File: src/design/iff_pkg.sv
// ----------------------------------------------------------------------------
// iff_pkg
// types and constants shared by the integer field formatter
// ----------------------------------------------------------------------------
package iff_pkg;

    localparam logic [1:0] OP_SDEC = 2'd0;
    localparam logic [1:0] OP_UDEC = 2'd1;
    localparam logic [1:0] OP_HEX  = 2'd2;
    localparam logic [1:0] OP_OCT  = 2'd3;

    localparam logic [6:0] LIMIT_99 = 7'd99;

    // reciprocal of ten, scaled by 2^67
    localparam logic [63:0] RECIP_10 = 64'hCCCC_CCCC_CCCC_CCCD;

    typedef struct packed {
        logic [63:0] value;
        logic [1:0]  opcode;
        logic        uppercase;
        logic        left_justify;
        logic        plus_sign;
        logic        space_sign;
        logic        zero_pad;
        logic        alternate;
        logic [6:0]  field_width;
        logic        has_precision;
        logic [6:0]  precision;
    } in_beat_t;

    typedef struct packed {
        logic [63:0] text_bytes;
        logic [3:0]  byte_count;
        logic        last;
    } out_beat_t;

    typedef enum logic [2:0] {
        ST_IDLE,
        ST_CONV,
        ST_SETUP,
        ST_EMIT,
        ST_EMPTY
    } state_t;

    // one digit character from a 4-bit digit value
    function automatic logic [7:0] digit_char(input logic [3:0] d, input logic up);
        logic [7:0] c;
        begin
            if (d < 4'd10)
                c = 8'h30 + {4'd0, d};
            else if (up)
                c = 8'h37 + {4'd0, d};
            else
                c = 8'h57 + {4'd0, d};
            return c;
        end
    endfunction

endpackage

File: src/design/integer_field_formatter_unit.sv
// ----------------------------------------------------------------------------
// integer_field_formatter_unit
// printf-style integer conversion of a 64-bit value, streamed as text beats
// ----------------------------------------------------------------------------
// An input beat (in_data, in_valid, in_stall) carries the value and the spec.
// The block takes one item at a time: in_stall is high from acceptance until
// the sequencer is back in idle after the last output beat has been taken.
// Digits are produced by one shared unit: a decimal digit takes four 32x32
// partial products of a multiply by the reciprocal of ten, then the digit;
// a hex or octal digit is taken from the low bits; a final pass of ST_CONV
// ends the conversion and ST_SETUP sets up the field.
// Text is then assembled one character per cycle, while there is room, into
// an 8-byte register; each full or final beat then moves to the output register
// (out_data, out_valid, out_stall) once that register is free.
// A field holds at most 101 characters in 13 beats; a decimal value has at
// most 20 digits.
// An empty field gives one beat with byte_count 0 and last set.
// When the receiver stalls, the output beat is held and assembly stops once
// the next beat is full. Reset clears the sequencer and the output valid.
// ----------------------------------------------------------------------------
module integer_field_formatter_unit #(
    parameter int BYTES_PER_BEAT = 8
) (
    input  logic                clk,
    input  logic                rst_n,
    input  logic                in_valid,
    output logic                in_stall,
    input  iff_pkg::in_beat_t   in_data,
    output logic                out_valid,
    input  logic                out_stall,
    output iff_pkg::out_beat_t  out_data
);

    localparam int CW = $clog2(BYTES_PER_BEAT + 1);

    iff_pkg::state_t state_reg, state_next;

    logic [63:0]  val_reg, val_next;
    logic [127:0] acc_reg, acc_next;
    logic [2:0]   ph_reg, ph_next;
    logic [7:0]  dig_reg [0:22];
    logic [4:0]  nd_reg, nd_next;
    logic [1:0]  op_reg;
    logic        up_reg, left_reg, zpad_reg, alt_reg, hasp_reg, neg_reg, plus_reg, space_reg;
    logic [6:0]  width_reg, prec_reg;

    logic [7:0]  sign_reg;
    logic        hexpfx_reg;
    logic [6:0]  lead_reg, zpre_reg, zpad_n_reg;
    logic [6:0]  pos_reg, pos_next;
    logic [6:0]  len_reg;

    logic [63:0] asm_reg, asm_next;
    logic [CW-1:0] cnt_reg, cnt_next;

    logic        ovalid_reg, ovalid_next;
    iff_pkg::out_beat_t odata_reg, odata_next;

    logic        dig_we;
    logic [7:0]  dig_wd;

    // shared multiplier for the divide by ten
    logic [31:0]  mul_a, mul_b;
    logic [63:0]  prod;
    logic [127:0] prod_sh;
    logic [63:0]  quot;
    logic [3:0]   rem10;
    always_comb
    begin
        mul_a = ph_reg[1] ? val_reg[63:32] : val_reg[31:0];
        mul_b = ph_reg[0] ? iff_pkg::RECIP_10[63:32] : iff_pkg::RECIP_10[31:0];
        prod  = mul_a * mul_b;
        case (ph_reg)
            3'd0:    prod_sh = {64'd0, prod};
            3'd1:    prod_sh = {32'd0, prod, 32'd0};
            3'd2:    prod_sh = {32'd0, prod, 32'd0};
            default: prod_sh = {prod, 64'd0};
        endcase
        quot  = {3'd0, acc_reg[127:67]};
        rem10 = val_reg[3:0] - {acc_reg[67], 3'b000} - {acc_reg[69:67], 1'b0};
    end

    // setup arithmetic
    logic [6:0]  w_sat, p_sat, tprec, pprec, padn, plen;
    logic        has_sign;
    assign w_sat   = (width_reg > iff_pkg::LIMIT_99) ? iff_pkg::LIMIT_99 : width_reg;
    assign p_sat   = (prec_reg > iff_pkg::LIMIT_99) ? iff_pkg::LIMIT_99 : prec_reg;
    assign has_sign = (op_reg == iff_pkg::OP_SDEC) && (neg_reg || plus_reg || space_reg);
    assign plen    = has_sign ? 7'd1 :
                     ((op_reg == iff_pkg::OP_HEX) && alt_reg && (nd_reg != 5'd0)
                      && !(nd_reg == 5'd1 && dig_reg[0] == 8'h30 && val_reg == 64'd0))
                     ? 7'd2 : 7'd0;
    assign tprec   = (hasp_reg && p_sat > {2'd0, nd_reg}) ? p_sat : {2'd0, nd_reg};
    assign pprec   = tprec + plen;
    assign padn    = (w_sat > pprec) ? (w_sat - pprec) : 7'd0;

    // character at current position
    logic [7:0] ch;
    logic [6:0] p, b1, b2, b3, b4, b5;
    always_comb
    begin
        p  = pos_reg;
        b1 = lead_reg;
        b2 = b1 + ((sign_reg != 8'd0) ? 7'd1 : 7'd0) + (hexpfx_reg ? 7'd2 : 7'd0);
        b3 = b2 + zpad_n_reg;
        b4 = b3 + zpre_reg;
        b5 = b4 + {2'd0, nd_reg};
        ch = 8'h20;
        if (p < b1)
            ch = 8'h20;
        else if (sign_reg != 8'd0 && p == b1)
            ch = sign_reg;
        else if (hexpfx_reg && p == b1)
            ch = 8'h30;
        else if (hexpfx_reg && p == b1 + 7'd1)
            ch = up_reg ? 8'h58 : 8'h78;
        else if (p < b4)
            ch = 8'h30;
        else if (p < b5)
            ch = dig_reg[5'(b5 - p - 7'd1)];
        else
            ch = 8'h20;
    end

    always_comb
    begin
        state_next = state_reg;
        case (state_reg)
            iff_pkg::ST_IDLE:
                if (in_valid)
                    state_next = iff_pkg::ST_CONV;
            iff_pkg::ST_CONV:
                if (val_reg == 64'd0 && ph_reg == 3'd0)
                    state_next = iff_pkg::ST_SETUP;
            iff_pkg::ST_SETUP:
                state_next = iff_pkg::ST_EMIT;
            iff_pkg::ST_EMIT:
                if (len_reg == 7'd0)
                    state_next = iff_pkg::ST_EMPTY;
                else if (pos_reg == len_reg && cnt_reg == '0 && !ovalid_reg)
                    state_next = iff_pkg::ST_IDLE;
            iff_pkg::ST_EMPTY:
                if (!ovalid_reg)
                    state_next = iff_pkg::ST_IDLE;
            default:
                state_next = iff_pkg::ST_IDLE;
        endcase
    end

    always_comb
    begin
        val_next    = val_reg;
        acc_next    = acc_reg;
        ph_next     = ph_reg;
        nd_next     = nd_reg;
        pos_next    = pos_reg;
        asm_next    = asm_reg;
        cnt_next    = cnt_reg;
        ovalid_next = ovalid_reg && out_stall;
        odata_next  = odata_reg;
        dig_we      = 1'b0;
        dig_wd      = 8'd0;
        case (state_reg)
            iff_pkg::ST_IDLE:
            begin
                nd_next  = 5'd0;
                ph_next  = 3'd0;
                acc_next = 128'd0;
                val_next = (in_data.opcode == iff_pkg::OP_SDEC && in_data.value[63])
                           ? (64'd0 - in_data.value) : in_data.value;
            end
            iff_pkg::ST_CONV:
            begin
                if (op_reg inside {iff_pkg::OP_SDEC, iff_pkg::OP_UDEC})
                begin
                    if (ph_reg != 3'd0 || val_reg != 64'd0)
                    begin
                        if (ph_reg == 3'd4)
                        begin
                            dig_we   = 1'b1;
                            dig_wd   = iff_pkg::digit_char(rem10, 1'b0);
                            nd_next  = nd_reg + 5'd1;
                            val_next = quot;
                            acc_next = 128'd0;
                            ph_next  = 3'd0;
                        end
                        else
                        begin
                            acc_next = acc_reg + prod_sh;
                            ph_next  = ph_reg + 3'd1;
                        end
                    end
                end
                else if (val_reg != 64'd0)
                begin
                    dig_we  = 1'b1;
                    nd_next = nd_reg + 5'd1;
                    if (op_reg == iff_pkg::OP_HEX)
                    begin
                        dig_wd   = iff_pkg::digit_char(val_reg[3:0], up_reg);
                        val_next = val_reg >> 4;
                    end
                    else
                    begin
                        dig_wd   = iff_pkg::digit_char({1'b0, val_reg[2:0]}, 1'b0);
                        val_next = val_reg >> 3;
                    end
                end
                if (val_reg == 64'd0 && ph_reg == 3'd0)
                begin
                    // zero value, or octal alternate leading zero
                    if (nd_reg == 5'd0)
                    begin
                        if (!hasp_reg || p_sat != 7'd0
                            || (op_reg == iff_pkg::OP_OCT && alt_reg))
                        begin
                            dig_we  = 1'b1;
                            dig_wd  = 8'h30;
                            nd_next = 5'd1;
                        end
                    end
                    else if (op_reg == iff_pkg::OP_OCT && alt_reg)
                    begin
                        dig_we  = 1'b1;
                        dig_wd  = 8'h30;
                        nd_next = nd_reg + 5'd1;
                    end
                end
            end
            iff_pkg::ST_SETUP:
            begin
                pos_next = 7'd0;
                cnt_next = '0;
                asm_next = 64'd0;
            end
            iff_pkg::ST_EMIT:
            begin
                if (pos_reg != len_reg && cnt_reg != CW'(BYTES_PER_BEAT))
                begin
                    asm_next[8*cnt_reg +: 8] = ch;
                    cnt_next = cnt_reg + CW'(1);
                    pos_next = pos_reg + 7'd1;
                end
                else if (cnt_reg != '0 && !ovalid_next)
                begin
                    ovalid_next           = 1'b1;
                    odata_next.text_bytes = asm_reg;
                    odata_next.byte_count = 4'(cnt_reg);
                    odata_next.last       = (pos_reg == len_reg);
                    asm_next              = 64'd0;
                    cnt_next              = '0;
                end
                if (len_reg == 7'd0 && !ovalid_next)
                begin
                    ovalid_next           = 1'b1;
                    odata_next.text_bytes = 64'd0;
                    odata_next.byte_count = 4'd0;
                    odata_next.last       = 1'b1;
                end
            end
            default:
            begin
            end
        endcase
    end

    always_ff @(posedge clk or negedge rst_n)
    begin
        if (!rst_n)
        begin
            state_reg  <= iff_pkg::ST_IDLE;
            ovalid_reg <= 1'b0;
        end
        else
        begin
            state_reg  <= state_next;
            ovalid_reg <= ovalid_next;
        end
    end

    always_ff @(posedge clk)
    begin
        val_reg   <= val_next;
        acc_reg   <= acc_next;
        ph_reg    <= ph_next;
        nd_reg    <= nd_next;
        pos_reg   <= pos_next;
        asm_reg   <= asm_next;
        cnt_reg   <= cnt_next;
        odata_reg <= odata_next;
        if (dig_we)
            dig_reg[nd_reg] <= dig_wd;
        if (state_reg == iff_pkg::ST_IDLE)
        begin
            op_reg    <= in_data.opcode;
            up_reg    <= in_data.uppercase;
            left_reg  <= in_data.left_justify;
            plus_reg  <= in_data.plus_sign;
            space_reg <= in_data.space_sign;
            zpad_reg  <= in_data.zero_pad && !in_data.has_precision;
            alt_reg   <= in_data.alternate;
            width_reg <= in_data.field_width;
            hasp_reg  <= in_data.has_precision;
            prec_reg  <= in_data.precision;
            neg_reg   <= in_data.value[63];
        end
        if (state_reg == iff_pkg::ST_SETUP)
        begin
            sign_reg   <= (op_reg != iff_pkg::OP_SDEC) ? 8'd0 :
                          neg_reg ? 8'h2d : plus_reg ? 8'h2b : space_reg ? 8'h20 : 8'd0;
            hexpfx_reg <= (plen == 7'd2);
            lead_reg   <= (!left_reg && !zpad_reg) ? padn : 7'd0;
            zpad_n_reg <= (!left_reg && zpad_reg) ? padn : 7'd0;
            zpre_reg   <= tprec - {2'd0, nd_reg};
            len_reg    <= pprec + padn;
        end
    end

    assign in_stall  = (state_reg != iff_pkg::ST_IDLE);
    assign out_valid = ovalid_reg;
    assign out_data  = odata_reg;

endmodule
File: config.mk
export PLATFORM = sky130hd
export DESIGN_NAME = integer_field_formatter_unit
export DESIGN_NICKNAME = d
export VERILOG_FILES = /design/src/design/iff_pkg.sv /design/src/design/integer_field_formatter_unit.sv
export SDC_FILE = /design/constraint.sdc
export NUM_CORES = 2
export LEC_CHECK = 0
export ABC_CLOCK_PERIOD_IN_PS = 12300
export BUFFER_PORTS_ARGS = -buffer_cell sky130_fd_sc_hd__buf_4
export CORE_UTILIZATION = 50
export DETAILED_ROUTE_END_ITERATION = 10
export PLACE_DENSITY = 0.71
export SYNTH_ARGS = -nofsm -noshare
export SYNTH_HDL_FRONTEND = slang
export SYNTH_SLANG_ARGS = --single-unit
File: constraint.sdc
create_clock -name clk -period 12.3 [get_ports clk]
set_clock_uncertainty 0.05 [all_clocks]
set_input_delay 2.46 -clock clk [delete_from_list [all_inputs] [get_ports clk]]
set_output_delay 2.46 -clock clk [all_outputs]
set_load 0.03 [all_outputs]
[Word level (Yosys, flattened, before mapping)]
Memory sizes are Yosys's and may differ from the RTL's.
Index checks and enable logic that the tools add are counted.
Storage, ports and cells
  register bits after elaboration: 409
  memory bits (writable): 184
  input bits: 91
  output and inout bits: 71
  logic and storage cells: 259
  memories: 1
Operators by class
  $add $sub $neg: 28
  multiply operators: 1
  order comparisons: 10
  equality and inequality tests: 30
  shift operators: 2
  muxes and demuxes: 92
  reduce and logical (&&, ||, !) cells: 64
Memories
  dig_reg: words 23, width 8, rd ports 2, clocked after memory_dff 0, write ports 1, RTL line integer_field_formatter_unit.sv:41  | logic [7:0] dig_reg [0:22];
Operator list (count)
  $pmux W128 S2: 2
  $mux W64: 7
  $mux W128: 3
  $pmux W64 S2: 2
  $mux W8: 20
  $mux W69: 2
  $add A128 B128 Y128: 1
  $bwmux W64: 1
  $logic_not A64 Y1: 1
  $mul A32 B32 Y64: 1
  $reduce_bool A64 Y1: 1
  $shift A8 B34 Y64 const A: 1
  $shiftx A8 B34 Y64: 1
  $sub A1 B64 Y64 const A: 1
  $mux W61: 1
  $mux W5: 8
  $mux W7: 5
  $neg A7 Y34: 1
  $mux W32: 1
  $mux W3: 8
  $mux W6: 4
  $logic_and A1 B1 Y1: 22
  $add A6 B4 Y7 const A: 3
  $add A7 B7 Y7: 3
  60 further kinds: 127

[Depth between registers and ports, before layout]
An unclocked memory read counts as a cell.
  depth in word-level cells: 20
  mapped depth: 49
  depth with buffers taken out: 45

[Least setup slack after synthesis]
OpenSTA, ideal clock, no wires.
  path type: reg-to-reg
  start point: reg ph_reg[1]
  end point: reg acc_reg[0] (enable)
  arrival time: 10.930 ns
  data required time: 11.448 ns
  slack: 0.518 ns
  stages on the path, launching flop included: 9
  buffers on the path: 3
  cell sequence: edfxtp_1 -> clkbuf_1 -> buf_1 -> inv_1 -> ha_1 -> nand2b_1 -> clkbuf_1 -> o21ai_0 -> o21ai_0
Between the ends
  cells in the longest elaborated chain, start to end: 4
Ends and longest elaborated chain
  from (decl): RTL line integer_field_formatter_unit.sv:40  | logic [2:0] ph_reg, ph_next;
  from (signal assigned): RTL line integer_field_formatter_unit.sv:285  | ph_reg <= ph_next;
  $reduce_bool A3 Y1: RTL line integer_field_formatter_unit.sv:176  | if (ph_reg != 3'd0 || val_reg != 64'd0)
  $logic_or A1 B1 Y1: RTL line integer_field_formatter_unit.sv:176
  $ne A2 B2 Y1 (no line)
  $reduce_and A3 Y1 (no line)
  to (signal assigned): RTL line integer_field_formatter_unit.sv:284  | acc_reg <= acc_next;
  to (decl): RTL line integer_field_formatter_unit.sv:39  | logic [127:0] acc_reg, acc_next;
No other way between the ends.
A chain may end at the register's enable or synchronous reset.

[Final worst setup path]
  start point: reg ph_reg[1]
  end point: reg acc_reg[127] (data pin)
Between the ends
  cells in the longest elaborated chain, start to end: 8
  elaborated cells between the ends (all ways): 13
  classes of those cells: 1 x add/sub; 1 x mul; 3 x eq/ne; 6 x mux; 2 x reduce/logical
Ends and longest elaborated chain
  $mux W32, or another cell as far along: RTL line integer_field_formatter_unit.sv:70  | mul_a = ph_reg[1] ? val_reg[63:32] : val_reg[31:0];
  $mul A32 B32 Y64 or $reduce_or A2 Y1 (tied branches)
  $pmux W128 S2: RTL line integer_field_formatter_unit.sv:73  | case (ph_reg)
  $add A128 B128 Y128: RTL line integer_field_formatter_unit.sv:189  | acc_next = acc_reg + prod_sh;
  $mux W128 (*): RTL line integer_field_formatter_unit.sv:178  | if (ph_reg == 3'd4)
  $mux W128 (*): RTL line integer_field_formatter_unit.sv:176
  $mux W128 (*): RTL line integer_field_formatter_unit.sv:174  | if (op_reg inside {iff_pkg::OP_SDEC, iff_pkg::OP_UDEC})
  $pmux W128 S2 (*): RTL line integer_field_formatter_unit.sv:163  | case (state_reg)
Every way passes the cells marked *; elsewhere a longest branch is shown, timed or not. The select of a mux whose other input is x is not followed.

==> results.tsv <==
metric	value	unit
status	finished, final reports clean	
Die Wd	332	microns
clk_lat worst skew	680	ps
Clock Root Buffer	clkbuf_16	
Max Cap Violations	0	
Slew HR	18.8	%
Std-Cell Rows	120	
Worst-path clk slew	60	ps
top cell type's share of synthesized area	31.0	%
crit path time final	11950	ps
cell taking the most area after synthesis	edfxtp_1	
register area share after synthesis	31.2	%
I/O pin cnt	162	
max incr delay on CP	710	ps
CP startpoint kind	flip-flop	
vias in the first global route	42400	
pin count of the biggest net entering global routing	106	
Core Box Area	107000	sq um
Sink Count	566	
Clock Tree Buf Depth	3	
Post-Synthesis Cells	5486	
post-synthesis register bit count	566	
Worst path slowest cell	fa_1	
syn_area_per_cell	9.91	sq um
via count	42800	
cell mode on critical path	fa_1	
Post-Layout Cell Count	7052	
Register Area	17000	sq um
initial drt markers	5235	
port bufs	161	
setup violators final	0	
cell family with most CP delay	adder cells	
Hold Crit Class	reg2reg	
critical path capture point type	flip-flop	
met1 WL	77400	microns
Initial Utilization	50.6	%
most common cell after layout, fill and taps aside	inv_1	
worst slew pin tran	1220	ps
Total Wirelength	181000	microns
EDFF count, synth	562	
most frequent cells in the layout	inv_1 (713), edfxtp_1 (562), ha_1 (545)	
CP Class	reg2reg	
synthesized cell area	54400	sq um
Worst EP arrival	12320	ps
CTS tree	built	
H-tree lvl count	3	
DR top layer	met4	
largest cells by area after synthesis	edfxtp_1 (31%), fa_1 (15%), ha_1 (13%)	
unique cell type count in the Yosys netlist	85	
Post-Place Cells	6925	
Net count, final	6644	
top_reg_cell synth	edfxtp_1	
DIE AREA	110000	sq um
Largest register FFs	161	
hold_ws	503	ps
DP HPWL	147000	microns
CP required	12670	ps
WP buf/inv	5	
met2 wire len	77400	microns
first-pass iteration count of the detailed router	6	
drt drc	0	
total track usage	32.8	%
Layout area overhead	10.3	%
Final Slew Violations	0	
Die Height	332	microns
synth warn	0	
initial antenna violation count	3	
grt ovf	0	
Fin. Hold Viols	0	
footprint of the multi-input gates	34200	sq um
RePlAce Congestion	1.08	
Filler cells	9350	
FFs w/ async S/R, synth	0.707	%
f_max	0.0837	GHz
via/cell ratio	6.07	
RSZ-0062 raised after global routing	yes	
WL met3	19600	microns
final worst-path cycle share	97.2	%
Post-DRT Antenna Nets	0	
Net Count, Synth	6534	
CTS buffer count	68	
worst-path maximum fanout	28	
WL/cell	25.7	microns
layout cells sized above 1	9.07	%
first-pass GRT wire length	271000	microns
==> metrics by stage <==
stage               util, %  cell area, sq um  TNS [ps]  setup slack, ps
detailed placement     53.3             57200         0             90.3
CTS                    55.5             59600         0            0.543
global placement       53.3             57200         0             53.3
floorplan                 -             54400         0              518
finish                 55.8             59900         0              350
global route           55.8             59900      -233             -105
==> cell type report <==
cell class | instances | area share [%]
diodes | 3 | 0.0125
clock buffers | 82 | 2.96
clock inverters | 38 | 0.985
inverters | 714 | 4.47
multi-input cells | 3992 | 57.1
flip-flops and latches | 566 | 28.3
well taps | 1403 | 2.93
repair buffers | 254 | 3.20
==> timing repair <==
action	CTS	global route
setup endpoints to repair	0	41
setup buffers	0	4
hold buffers	0	0
resized for setup	0	51
==> Yosys cell counts, types with 152 or more instances <==
| library cell | number |
|---|---|
| nand2_1 | 381 |
| inv_1 | 714 |
| a21oi_1 | 323 |
| nor2_1 | 448 |
| edfxtp_1 | 562 |
| a21o_1 | 158 |
| xor2_1 | 152 |
| ha_1 | 555 |
| fa_1 | 402 |
| xnor2_1 | 200 |
| o21ai_0 | 230 |
| clkbuf_1 | 191 |
==> layer usage <==
layer | global-route usage (%) | vias to the layer above
met5 | 0 | -
met4 | 10.6 | 0
met3 | 8.69 | 329
met2 | 48.3 | 2152
met1 | 46.8 | 21100
li1 | - | 19300
==> cells by family (layout without fill, tap and decap cells) <==
family,count (synthesis),count (layout),share of synthesized area (%)
xor+xnor,352,352,5.67
compound gates,1156,1156,13.4
mux,159,159,3.95
other cells,0,3,0
buf+inv,928,1088,6.46
fa+ha+maj,957,957,27.6
simple gates,1368,1368,11.7
flops,566,566,31.2
==> worst paths after layout <==
kind / start / to / slack, ps / cells past startpoint
max: ph_reg[1]$_SDFFCE_PP0P_ / acc_reg[127]$_SDFFCE_PP0P_ / 350 / 39
min: state_reg[2]$_DFFE_PN0P_ / state_reg[1]$_DFFE_PN0P_ / 500 / 1
max reg2reg: ph_reg[1]$_SDFFCE_PP0P_ / acc_reg[127]$_SDFFCE_PP0P_ / 350 / 39
min reg2reg: state_reg[2]$_DFFE_PN0P_ / state_reg[1]$_DFFE_PN0P_ / 500 / 1
max in group asynchronous: rst_n / state_reg[1]$_DFFE_PN0P_ / 10560 / 1
min in group asynchronous: rst_n / state_reg[0]$_DFFE_PN0P_ / 1530 / 1
==> worst register-to-register path, delay by kind of cell, from the launching register on <==
family                   cells  cell delay, ps
multiplexers                 2             820
flip-flops                   1             440
AND/OR/NAND/NOR              3             520
adder cells (fa/ha/maj)     10            4940
buffers and inverters        5             510
XOR/XNOR                     2             650
AO/OA/AOI/OAI               17            3800
Power is left out: the tool's default activity adds up to more than one toggle a clock period on the data nets, which glitch-free logic cannot reach.
